<file path="src/dbel_pkg.sv">
// ----------------------------------------------------------------------------
// dbel_pkg
// Shared constants, codes and types of the integrating debounce bank.
// ----------------------------------------------------------------------------
`default_nettype none

package dbel_pkg;

  // Bank geometry.
  localparam int CHANNELS     = 32;
  localparam int COUNTER_BITS = 4;

  // Fixed field widths.
  localparam int RAW_W    = 32;
  localparam int CH_W     = 5;
  localparam int LEVEL_W  = 32;
  localparam int MASK_W   = 32;
  localparam int FILTER_W = 4;
  localparam int CFG_W    = 32;
  localparam int CFG_IDX_W = 2;

  // Counter values are compared against 4-bit registers at a common width.
  localparam int CMP_W = (COUNTER_BITS > FILTER_W) ? COUNTER_BITS : FILTER_W;
  localparam logic [CMP_W-1:0] CNT_LIMIT = CMP_W'((1 << COUNTER_BITS) - 1);

  // Channels that are visible in the debounced level word.
  localparam int VISIBLE = (CHANNELS < LEVEL_W) ? CHANNELS : LEVEL_W;

  typedef enum logic [1:0] {
    OP_TICK       = 2'd0,
    OP_READ_LEVEL = 2'd1,
    OP_READ_RISE  = 2'd2,
    OP_READ_FALL  = 2'd3
  } op_t;

  typedef enum logic [CFG_IDX_W-1:0] {
    REG_ACTIVE_LOW_MASK = 2'd0,
    REG_FILTER_MAX      = 2'd1,
    REG_LEVEL_THRESHOLD = 2'd2
  } reg_idx_t;

  // Control handed from the top level to the counter bank.
  typedef struct packed {
    logic             tick;
    logic [CMP_W-1:0] top;
    logic [CMP_W-1:0] threshold;
  } bank_ctrl_t;

endpackage

`default_nettype wire

</file>
<file path="src/dbel_in_if.sv">
// ----------------------------------------------------------------------------
// dbel_in_if
// Request channel: operation, raw pin levels and queried channel.
// ----------------------------------------------------------------------------
`default_nettype none

interface dbel_in_if;
  logic                       valid;
  logic                       ready;
  logic [1:0]                 operation;
  logic [dbel_pkg::RAW_W-1:0] raw_levels;
  logic [dbel_pkg::CH_W-1:0]  channel;

  modport source (output valid, output operation, output raw_levels, output channel,
                  input ready);
  modport sink (input valid, input operation, input raw_levels, input channel,
                output ready);
endinterface

`default_nettype wire

</file>
<file path="src/dbel_out_if.sv">
// ----------------------------------------------------------------------------
// dbel_out_if
// Result channel: queried bit and the debounced level word.
// ----------------------------------------------------------------------------
`default_nettype none

interface dbel_out_if;
  logic                         valid;
  logic                         ready;
  logic                         flag_bit;
  logic [dbel_pkg::LEVEL_W-1:0] debounced_levels;

  modport source (output valid, output flag_bit, output debounced_levels, input ready);
  modport sink (input valid, input flag_bit, input debounced_levels, output ready);
endinterface

`default_nettype wire

</file>
<file path="src/dbel_counter_bank.sv">
// ----------------------------------------------------------------------------
// dbel_counter_bank
// One saturating integrator counter per channel, with the level compare.
// ----------------------------------------------------------------------------
`default_nettype none

module dbel_counter_bank (
  input  wire                                  clk,
  input  wire                                  rst,
  input  dbel_pkg::bank_ctrl_t                 ctrl,
  input  wire  [dbel_pkg::CHANNELS-1:0]        asserted,
  output logic [dbel_pkg::CHANNELS-1:0]        level_next
);

  logic [dbel_pkg::COUNTER_BITS-1:0] count      [dbel_pkg::CHANNELS];
  logic [dbel_pkg::COUNTER_BITS-1:0] count_next [dbel_pkg::CHANNELS];

  for (genvar i = 0; i < dbel_pkg::CHANNELS; i++) begin : g_chan
    logic [dbel_pkg::CMP_W-1:0] count_ext;

    // A counter left above the top by a lowered filter_max only holds when
    // asserted, and still counts down when deasserted.
    always_comb begin
      count_ext     = dbel_pkg::CMP_W'(count[i]);
      count_next[i] = count[i];
      if (asserted[i]) begin
        if (count_ext < ctrl.top) begin
          count_next[i] = count[i] + 1'b1;
        end
      end else if (count[i] != '0) begin
        count_next[i] = count[i] - 1'b1;
      end
      level_next[i] = dbel_pkg::CMP_W'(count_next[i]) >= ctrl.threshold;
    end

    always_ff @(posedge clk) begin
      if (rst) begin
        count[i] <= '0;
      end else if (ctrl.tick) begin
        count[i] <= count_next[i];
      end
    end
  end

endmodule

`default_nettype wire

</file>
<file path="src/integrating_debounce_edge_latch_bank_top.sv">
// Path: an accepted word is held in the input register, and its result is then registered in the result register.
// Throughput: one word per cycle; the input register refills while the result
// register is taken, and only a stalled result register with a full input stage stops input.
// Reset: synchronous and active high; counters, levels, edge flags and both valid
// bits clear, and the configuration registers return to their reset values.
`default_nettype none
// ----------------------------------------------------------------------------
// integrating_debounce_edge_latch_bank_top
// Bank of integrating debounce counters with sticky rising and falling flags.
// ----------------------------------------------------------------------------

module integrating_debounce_edge_latch_bank_top (
  input  wire                                 clk,
  input  wire                                 rst,
  dbel_in_if.sink                             in_words,
  dbel_out_if.source                          out_words,
  input  wire                                 cfg_wr_en,
  input  wire  [dbel_pkg::CFG_IDX_W-1:0]      cfg_index,
  input  wire  [dbel_pkg::CFG_W-1:0]          cfg_data
);

  // Configuration registers.
  logic [dbel_pkg::MASK_W-1:0]   active_low_mask;
  logic [dbel_pkg::FILTER_W-1:0] filter_max;
  logic [dbel_pkg::FILTER_W-1:0] level_threshold;

  always_ff @(posedge clk) begin
    if (rst) begin
      active_low_mask <= dbel_pkg::MASK_W'(32'h3000_000F);
      filter_max      <= dbel_pkg::FILTER_W'(6);
      level_threshold <= dbel_pkg::FILTER_W'(4);
    end else if (cfg_wr_en) begin
      case (dbel_pkg::reg_idx_t'(cfg_index))
        dbel_pkg::REG_ACTIVE_LOW_MASK: active_low_mask <= cfg_data[dbel_pkg::MASK_W-1:0];
        dbel_pkg::REG_FILTER_MAX:      filter_max      <= cfg_data[dbel_pkg::FILTER_W-1:0];
        dbel_pkg::REG_LEVEL_THRESHOLD: level_threshold <= cfg_data[dbel_pkg::FILTER_W-1:0];
        default: ;
      endcase
    end
  end

  // Input stage. A word sits here until the result register can take its
  // result; the state update happens in the same cycle as that transfer, so
  // words are applied strictly in order.
  logic                         stage_valid;
  dbel_pkg::op_t                stage_op;
  logic [dbel_pkg::RAW_W-1:0]   stage_raw;
  logic [dbel_pkg::CH_W-1:0]    stage_channel;

  logic                         out_valid;
  logic                         out_flag;
  logic [dbel_pkg::LEVEL_W-1:0] out_levels;

  logic advance;
  logic in_take;

  assign advance        = stage_valid && (!out_valid || out_words.ready);
  assign in_words.ready = !stage_valid || advance;
  assign in_take        = in_words.valid && in_words.ready;

  always_ff @(posedge clk) begin
    if (rst) begin
      stage_valid <= 1'b0;
    end else if (in_words.ready) begin
      stage_valid <= in_words.valid;
    end
  end

  always_ff @(posedge clk) begin
    if (in_take) begin
      stage_op      <= dbel_pkg::op_t'(in_words.operation);
      stage_raw     <= in_words.raw_levels;
      stage_channel <= in_words.channel;
    end
  end

  // Per-channel assertion: polarity from the mask; channels beyond the raw
  // word never see an asserted level.
  logic [dbel_pkg::CHANNELS-1:0] asserted;
  logic [dbel_pkg::CHANNELS-1:0] channel_sel;

  for (genvar i = 0; i < dbel_pkg::CHANNELS; i++) begin : g_decode
    if (i < dbel_pkg::RAW_W) begin : g_low
      assign asserted[i]    = stage_raw[i] ^ active_low_mask[i];
      assign channel_sel[i] = stage_channel == dbel_pkg::CH_W'(i);
    end else begin : g_high
      assign asserted[i]    = 1'b0;
      assign channel_sel[i] = 1'b0;
    end
  end

  // Counter bank: counters move only when a sample tick leaves the stage.
  dbel_pkg::bank_ctrl_t          bank_ctrl;
  logic [dbel_pkg::CHANNELS-1:0] level_next;
  logic                          tick;

  assign tick = advance && (stage_op == dbel_pkg::OP_TICK);

  always_comb begin
    bank_ctrl.tick      = tick;
    bank_ctrl.top       = (dbel_pkg::CMP_W'(filter_max) > dbel_pkg::CNT_LIMIT)
                          ? dbel_pkg::CNT_LIMIT : dbel_pkg::CMP_W'(filter_max);
    bank_ctrl.threshold = dbel_pkg::CMP_W'(level_threshold);
  end

  dbel_counter_bank u_bank (
    .clk        (clk),
    .rst        (rst),
    .ctrl       (bank_ctrl),
    .asserted   (asserted),
    .level_next (level_next)
  );

  // Debounced levels and sticky edge flags.
  logic [dbel_pkg::CHANNELS-1:0] level_bits;
  logic [dbel_pkg::CHANNELS-1:0] rise_flags;
  logic [dbel_pkg::CHANNELS-1:0] fall_flags;
  logic [dbel_pkg::CHANNELS-1:0] level_bits_next;
  logic [dbel_pkg::CHANNELS-1:0] rise_flags_next;
  logic [dbel_pkg::CHANNELS-1:0] fall_flags_next;
  logic                          flag_next;

  always_comb begin
    level_bits_next = level_bits;
    rise_flags_next = rise_flags;
    fall_flags_next = fall_flags;
    flag_next       = 1'b0;
    case (stage_op)
      dbel_pkg::OP_TICK: begin
        level_bits_next = level_next;
        rise_flags_next = rise_flags | (level_next & ~level_bits);
        fall_flags_next = fall_flags | (level_bits & ~level_next);
      end
      dbel_pkg::OP_READ_LEVEL: begin
        flag_next = |(level_bits & channel_sel);
      end
      dbel_pkg::OP_READ_RISE: begin
        flag_next       = |(rise_flags & channel_sel);
        rise_flags_next = rise_flags & ~channel_sel;
      end
      dbel_pkg::OP_READ_FALL: begin
        flag_next       = |(fall_flags & channel_sel);
        fall_flags_next = fall_flags & ~channel_sel;
      end
      default: ;
    endcase
  end

  always_ff @(posedge clk) begin
    if (rst) begin
      level_bits <= '0;
      rise_flags <= '0;
      fall_flags <= '0;
    end else if (advance) begin
      level_bits <= level_bits_next;
      rise_flags <= rise_flags_next;
      fall_flags <= fall_flags_next;
    end
  end

  // Result register.
  always_ff @(posedge clk) begin
    if (rst) begin
      out_valid <= 1'b0;
    end else if (advance) begin
      out_valid <= 1'b1;
    end else if (out_words.ready) begin
      out_valid <= 1'b0;
    end
  end

  always_ff @(posedge clk) begin
    if (advance) begin
      out_flag   <= flag_next;
      out_levels <= dbel_pkg::LEVEL_W'(level_bits_next[dbel_pkg::VISIBLE-1:0]);
    end
  end

  assign out_words.valid            = out_valid;
  assign out_words.flag_bit         = out_flag;
  assign out_words.debounced_levels = out_levels;

`ifndef ASSERT_OFF
  // The level word handed out always matches the level state it came from.
  a_levels_match: assert property (@(posedge clk) disable iff (rst)
    advance |=> out_levels == dbel_pkg::LEVEL_W'(level_bits[dbel_pkg::VISIBLE-1:0]))
    else $error("result level word differs from the level state");

  // A read of a rising flag leaves that flag clear.
  a_rise_cleared: assert property (@(posedge clk) disable iff (rst)
    advance && stage_op == dbel_pkg::OP_READ_RISE |=> (rise_flags & $past(channel_sel)) == '0)
    else $error("rising flag survived its read");

  // Input is refused only when the stage is full and its result cannot move on.
  a_refuse_only_when_blocked: assert property (@(posedge clk) disable iff (rst)
    !in_words.ready |-> stage_valid && out_valid && !out_words.ready)
    else $error("input refused without a blocked result");
`endif

endmodule

`default_nettype wire

</file>
<file path="src/flat_wrapper.sv">
// flat-port wrapper written by rule: the top's interface ports become plain ports
module integrating_debounce_edge_latch_bank_top_flat 
  (clk, rst, cfg_wr_en, cfg_index, cfg_data, in_words_valid, in_words_operation, in_words_raw_levels, in_words_channel, in_words_ready, out_words_valid, out_words_flag_bit, out_words_debounced_levels, out_words_ready);
  dbel_in_if in_words_i ();
  dbel_out_if out_words_i ();
  input  wire clk;
  input  wire rst;
  input  wire cfg_wr_en;
  input  wire  [dbel_pkg::CFG_IDX_W-1:0] cfg_index;
  input  wire  [dbel_pkg::CFG_W-1:0] cfg_data;
  input wire logic [$bits(in_words_i.valid)-1:0] in_words_valid;
  input wire logic [$bits(in_words_i.operation)-1:0] in_words_operation;
  input wire logic [$bits(in_words_i.raw_levels)-1:0] in_words_raw_levels;
  input wire logic [$bits(in_words_i.channel)-1:0] in_words_channel;
  output wire logic [$bits(in_words_i.ready)-1:0] in_words_ready;
  output wire logic [$bits(out_words_i.valid)-1:0] out_words_valid;
  output wire logic [$bits(out_words_i.flag_bit)-1:0] out_words_flag_bit;
  output wire logic [$bits(out_words_i.debounced_levels)-1:0] out_words_debounced_levels;
  input wire logic [$bits(out_words_i.ready)-1:0] out_words_ready;
  assign in_words_i.valid = in_words_valid;
  assign in_words_i.operation = in_words_operation;
  assign in_words_i.raw_levels = in_words_raw_levels;
  assign in_words_i.channel = in_words_channel;
  assign in_words_ready = in_words_i.ready;
  assign out_words_valid = out_words_i.valid;
  assign out_words_flag_bit = out_words_i.flag_bit;
  assign out_words_debounced_levels = out_words_i.debounced_levels;
  assign out_words_i.ready = out_words_ready;
  integrating_debounce_edge_latch_bank_top u_core (.clk(clk), .rst(rst), .in_words(in_words_i), .out_words(out_words_i), .cfg_wr_en(cfg_wr_en), .cfg_index(cfg_index), .cfg_data(cfg_data));
endmodule
</file>
<file path="config.mk">
export PLATFORM = sky130hd
export DESIGN_NAME = integrating_debounce_edge_latch_bank_top_flat
export DESIGN_NICKNAME = d
export VERILOG_FILES = /design/src/dbel_pkg.sv /design/src/dbel_in_if.sv /design/src/dbel_out_if.sv /design/src/dbel_counter_bank.sv /design/src/integrating_debounce_edge_latch_bank_top.sv /design/src/flat_wrapper.sv
export SDC_FILE = /design/constraint.sdc
export NUM_CORES = 1
export LEC_CHECK = 0
export BUFFER_PORTS_ARGS = -buffer_cell sky130_fd_sc_hd__buf_2
export CAP_MARGIN = 20
export CORE_MARGIN = 1.5
export CORE_UTILIZATION = 51
export CTS_CLUSTER_DIAMETER = 200
export CTS_CLUSTER_SIZE = 28
export DETAILED_ROUTE_END_ITERATION = 10
export HOLD_SLACK_MARGIN = 0.03
export PLACE_DENSITY = 0.68
export SYNTH_ARGS = -nofsm -noshare
export SYNTH_HDL_FRONTEND = slang
export SYNTH_HIERARCHICAL = 1
export SYNTH_SLANG_ARGS = --single-unit
export TNS_END_PERCENT = 10
</file>
<file path="constraint.sdc">
create_clock -name clk -period 7.2 [get_ports clk]
set_input_delay 0.72 -clock clk [delete_from_list [all_inputs] [get_ports clk]]
set_output_delay 0.72 -clock clk [all_outputs]
set_load 0.01 [all_outputs]
</file>
==> results.md, run 1 <==
* Setup Buffers After CTS at 0
* RSZ-0062 raised after global routing: false
* Final ANT Viol Nets at 0
* Top cells by area, synth: edfxtp_1 (24%), ha_1 (15%), dfxtp_1 (11%)
* Final Critical Period at 4.25 ns
* Row count at 81
* Total number of vias at 20,827
* CTS Root Cell: clkbuf_16
* Effective utilization at floorplan at 51.5%
* First-pass GRT wire length at 106 mm
* Final HPWL DP at 44.9 mm
* EDFF count, synth at 200
* Routed vias/inst at 6.06
* Gpl congestion at 0.942
* Average routed wire per standard cell at 19.4 um
* Inst Count DP at 3,409
* Die X at 225 um
* H-tree depth at 1
* Share of cells above drive strength 1 at 8.84%
* IO Port Bufs at 112
* Post-Syn Area at 0.0251 mm2
* Die Y at 225 um
* Worst setup EP type: flop
* Syn. warnings at 6
* Setup TNS at 0 ns
* Layout Cells excl Fill at 3,437
* # hold bufs at CTS at 0
* Distinct cells, synth at 76
* Critical path required time at 7.60 ns
* Clock transition at the registers of the reported paths at 0.12 ns
* Post-synth top area share at 23.9%
* Final setup violation count at 0
* Yosys reg bits at 338
* Synth Net Count at 3,103
* Final period utilization at 59.0%
* Status: complete, no violations
* Largest net degree at the start of global routing at 95
* Clk_lat worst skew at 0.56 ns
* Worst path arrival time at 4.65 ns
* Worst-case reg-to-reg path depth at 16
* Fill count at 4,412
* Worst VDD drop at 0.000136 V
* CP Max Fanout at 19
* Number of global-route vias before repair at 19,965
* Hold path depth at 1
* Drc violations at 0
* Number of antenna violations at the first check in global routing at 0
* Die Area at 0.0506 mm2
* CTS tree: built
* Worst-Margin Slew at 1.09 ns
* Crit Path Category: flop to flop
* Synth async-reset ratio at 0%
* Sw Pwr at 1.40 mW
* Detailed router's first-iteration violation count at 1,460
* Switch share at 31.7%
* Clk pwr share at 25.5%
* Clock Skew at 0.0447 ns
* Worst setup SP type: flop
* Nets at 3,133
* Most frequent cells in the layout: a21oi_1 (304), ha_1 (291), edfxtp_1 (200), nor2_1 (170), nand2_1 (162)
* Pwr dens at 166 mW/mm2
* Peak Freq at 0.236 GHz
* Hold WC Path Type: input pin to flop
* Post-Route WL at 66.8 mm
* Post-CTS Resized at 0
* GR Util All Layers at 26.0%
* CTS Sinks at 338
* DR pass1 iterations at 8
* Commonest non-fill, non-tap cell in the layout: a21oi_1
* Synthesis-to-layout area growth at 6.27%
* Max Cap Viol at 0
* Leakage at 10.3 nW
* Post-Synthesis Cells at 2,733
* Gate power share at 23.9%
* Cts bufs inserted at 16
* Int Pwr at 3.03 mW
* IO Pins at 113
* Fin. Hold Viols at 0
* Relative slew slack at 27.6%
* Leading area contributor after synthesis: edfxtp_1
* Top FF cell, synth: edfxtp_1
* CTS Buffer Depth at 3
* Fin. max-slew vios at 0
* Grt ovf at 0
* Number of diodes at 0
* Seq pwr share at 50.6%
* Avg Inst Size Synth at 9.19 um2
* Sequential area share after synthesis at 34.9%
* Total power at 4.43 mW
* Core Region at 0.0487 mm2
worst max-delay path, stage by stage, from the launching register on:
cell      delay, ns
dfxtp_1        0.33
inv_1          0.60
buf_4          0.47
ha_1           0.31
a21oi_1        0.13
o21ai_0        0.20
a21oi_1        0.25
mux2i_1        0.27
a21oi_1        0.12
ha_1           0.32
a21oi_1        0.14
nor2b_1        0.06
o21ai_0        0.17
nand2b_1       0.17
mux2_2         0.31
mux2i_1        0.16
nor2_1         0.06
synthesized netlist by cell type (all sizes together) (4+ instances only):
master	number
a21oi	305
ha	292
edfxtp	200
nor2	171
o21ai	165
nand2	162
a211oi	158
dfxtp	138
inv	131
clkbuf	94
nand2b	84
mux2i	81
nand3b	81
xnor2	76
nor2b	68
mux2	63
nor3	46
nand3	43
nor3b	43
a31oi	41
xor2	41
or3	32
buf	30
o211ai	20
a311oi	15
o21a	15
and2	13
or3b	13
o22ai	9
and3	8
a21o	7
a22oi	6
and4	6
o211a	5
or4	5
a2111oi	4
a211o	4
a21bo	4
a221o	4
o311a	4
o41ai	4
layer usage:
metal	vias to the layer above	wire, um	global-route usage, %	part of all wire, %
met1	10007	30200	35.1	45
li1	10157	-	-	-
met3	109	3340	2.35	5.0
met4	0	1900	8.62	2.8
met5	-	0	0	0
met2	554	31300	44.0	47
flip-flops by register name, indices dropped and copies added (netlist names), 5 cells and up:
| register | flops |
|---|---|
| u_core/rise_flags | 32 |
| u_core/stage_raw | 32 |
| u_core/fall_flags | 32 |
| u_core/stage_channel | 5 |
| u_core/level_bits | 32 |
| u_core/active_low_mask | 32 |
| u_core/out_words.debounced_levels | 32 |
| u_core/u_bank/count | 128 |
final timing paths:
path	start	endpoint	slack (ns)
setup / recovery	u_core/filter_max[2]	u_core/level_bits[12]	2.95
hold / removal	in_words_raw_levels[22]	u_core/stage_raw[22]	0.32
setup reg to reg	u_core/filter_max[2]	u_core/level_bits[12]	2.95
hold reg to reg	u_core/active_low_mask[31]	u_core/active_low_mask[31]	0.47
power by group through the flow:
stage / clock network (mW) / logic [mW] / registers, mW
2_1_floorplan: 0 / 0.791 / 2.25
5_1_grt: 1.23 / 1.20 / 2.25
3_3_place_gp: 0 / 1.01 / 2.28
6_report: 1.13 / 1.06 / 2.24
3_5_place_dp: 0 / 1.05 / 2.28
4_1_cts: 1.17 / 1.05 / 2.24
area by class of cell:
cell class | instances | area (um2) | share of cell area, %
Clock buffer | 27 | 463 | 1.73
Clock inverter | 1 | 30.0 | 0.113
Inverter | 131 | 492 | 1.84
Multi-Input combinational cell | 2140 | 15400 | 57.6
Sequential cell | 338 | 8770 | 32.9
Tap cell | 664 | 831 | 3.11
Timing Repair Buffer | 136 | 743 | 2.78
kinds of logic after synthesis:
logic type / share of synthesized area, %
AO/OA/AOI/OAI: 19.4
XOR/XNOR: 4.08
adder cells (fa/ha/maj): 14.5
buffers and inverters: 4.09
flip-flops: 34.9
multiplexers: 6.07
AND/OR/NAND/NOR: 16.9
through the flow:
step	utilization (%)	setup WS, ns	hold slack (ns)	cell area (um2)
floorplan	-	3.07	0.435	25100
global placement	53.7	3.15	0.444	26200
detailed placement	53.7	3.03	0.453	26200
CTS	54.7	3.00	0.302	26700
global route	54.7	2.58	0.301	26700
finish	54.7	2.95	0.321	26700
Power figures use the tool's default switching activity.
==> inputs of run 2 (changes only) <==
--- a/config.mk
+++ b/config.mk
@@ -13,7 +13,7 @@
 export CTS_CLUSTER_SIZE = 28
 export DETAILED_ROUTE_END_ITERATION = 10
 export HOLD_SLACK_MARGIN = 0.03
-export PLACE_DENSITY = 0.68
+export PLACE_DENSITY = 0.71
 export SYNTH_ARGS = -nofsm -noshare
 export SYNTH_HDL_FRONTEND = slang
 export SYNTH_HIERARCHICAL = 1
==> constraint.sdc (replaced) <==
create_clock -name clk -period 3.5 [get_ports clk]
set_input_delay 0.35 -clock clk [delete_from_list [all_inputs] [get_ports clk]]
set_output_delay 0.35 -clock clk [all_outputs]
set_load 0.01 [all_outputs]
==> results.md, run 2 (same netlist as run 1, synthesis figures left out) <==
* Most frequent cells in the layout: a21oi_1 (296), ha_1 (290), edfxtp_1 (200), nor2_1 (169), nand2_1 (162)
* Nets at 3,280
* Max Cap Viol at 0
* CP Max Fanout at 22
* Largest Register: u_core/u_bank/count
* Fin. Hold Viols at 0
* Dpl ws at 0.0964 ns
* Largest net degree at the start of global routing at 136
* Critical path required time at 3.92 ns
* Die Y at 225 um
* Fin. max-slew vios at 0
* Clk_lat worst skew at 0.55 ns
* Layout Cells excl Fill at 3,584
* Detailed router's first-iteration violation count at 1,611
* Effective utilization at floorplan at 51.5%
* Final HPWL DP at 46.6 mm
* Row count at 81
* DR pass1 iterations at 6
* Post-Route WL at 69.2 mm
* CTS Sinks at 338
* Number of flip-flops under the largest register name at 128
* Fin util at 58.2%
* Worst path arrival time at 3.85 ns
* Worst-Margin Slew at 1.08 ns
* Average routed wire per standard cell at 19.3 um
* Grt ovf at 0
* Final setup violation count at 0
* Placed instance area at 0.0269 mm2
* Routed vias/inst at 6.03
* Total number of vias at 21,614
* Final ANT Viol Nets at 0
* Worst setup SP type: flop
* Number of antenna violations at the first check in global routing at 0
* Clock Skew at 0.0520 ns
* RSZ-0062 raised after global routing: true
* GR Util All Layers at 26.6%
* IO Port Bufs at 112
* Cts bufs inserted at 16
* Commonest non-fill, non-tap cell in the layout: a21oi_1
* Status: complete, no violations
* Worst VDD drop at 0.000426 V
* H-tree depth at 1
* Final Critical Period at 3.43 ns
* Hold WC Path Type: input pin to flop
* Final period utilization at 97.9%
* Number of diodes at 0
* Pwr dens at 330 mW/mm2
* First-pass GRT wire length at 108 mm
* IO Pins at 113
* Share of cells above drive strength 1 at 12.7%
* Peak Freq at 0.292 GHz
* Worst setup margin at 0.0734 ns
* Crit Path Category: flop to flop
* Worst setup EP type: flop
* Gpl congestion at 0.927
* CTS Buffer Depth at 3
* CTS tree: built
* Post-route cell area at 0.0284 mm2
* CTS Root Cell: clkbuf_16
* Number of global-route vias before repair at 20,413
* Drc violations at 0
* Leakage at 11.1 nW
* Die Area at 0.0506 mm2
* Synthesis-to-layout area growth at 13.0%
* Inst Count DP at 3,479
* Core Region at 0.0487 mm2
* Clock transition at the registers of the reported paths at 0.12 ns
* Relative slew slack at 27.6%
* Die X at 225 um
run 2: cell types whose count changed in the layout (fill, tap and decap cells not counted), sizes merged:
cell         before  now
buf             136  214
dlygate4sd3       0   68
clkbuf           27   28
run 2: cell type report:
| type | count | area (um2) |
|---|---|---|
| Clock inverter | 1 | 30.0 |
| Multi-Input combinational cell | 2140 | 15600 |
| Tap cell | 664 | 831 |
| Timing Repair Buffer | 283 | 2180 |
| Inverter | 131 | 492 |
| Sequential cell | 338 | 8770 |
| Clock buffer | 27 | 463 |
| Fill cell | 4207 | 20400 |
run 2: power by group:
| part | internal [mW] | switching (mW) |
|---|---|---|
| Clock | 0.942 | 1.39 |
| Combinational | 1.05 | 1.37 |
| Sequential | 4.40 | 0.205 |
run 2: repair_timing:
item	CTS	global route
gates resized for setup	0	67
hold buffers	68	0
setup endpoints to repair	0	54
endpoints found under the hold margin	68	0
buffers inserted	0	8
run 2: worst max-delay path, stage by stage, from the launching register on:
cell,delay (ns)
dfxtp_1,0.33
inv_1,0.09
buf_12,0.22
buf_4,0.22
ha_1,0.25
nand2_1,0.09
o21ai_2,0.09
a211oi_1,0.40
a211oi_1,0.16
a21oi_1,0.19
ha_1,0.26
nor2b_1,0.13
o21ai_0,0.17
nand2b_1,0.17
mux2_2,0.33
mux2i_1,0.13
nor2_1,0.05
run 2: path summary, 6_finish.rpt:
path	from	to	slack, ns	cells after the start
min reg2reg	u_core/active_low_mask[19]	u_core/active_low_mask[19]	0.48	2
max reg2reg	u_core/filter_max[1]	u_core/level_bits[10]	0.07	16
min	cfg_data[26]	u_core/active_low_mask[26]	0.06	3
max	u_core/filter_max[1]	u_core/level_bits[10]	0.07	16
run 2: per-stage QoR:
step | hold slack, ns | total power [mW] | TNS, ns
after floorplan | 0.435 | 6.25 | 0
after global placement | 0.446 | 6.84 | 0
after detailed placement | 0.454 | 6.95 | 0
after CTS | 0.0357 | 9.34 | 0
after global routing | 0.0416 | 9.83 | -0.653
final | 0.0562 | 9.35 | 0
run 2: per-layer routing:
layer / GRT usage [%] / routed length, um / part of all wire [%]
met3: 2.44 / 3350 / 4.8
met5: 0 / 0 / 0
met4: 6.71 / 1870 / 2.7
met1: 35.4 / 30800 / 44
met2: 46.4 / 33300 / 48
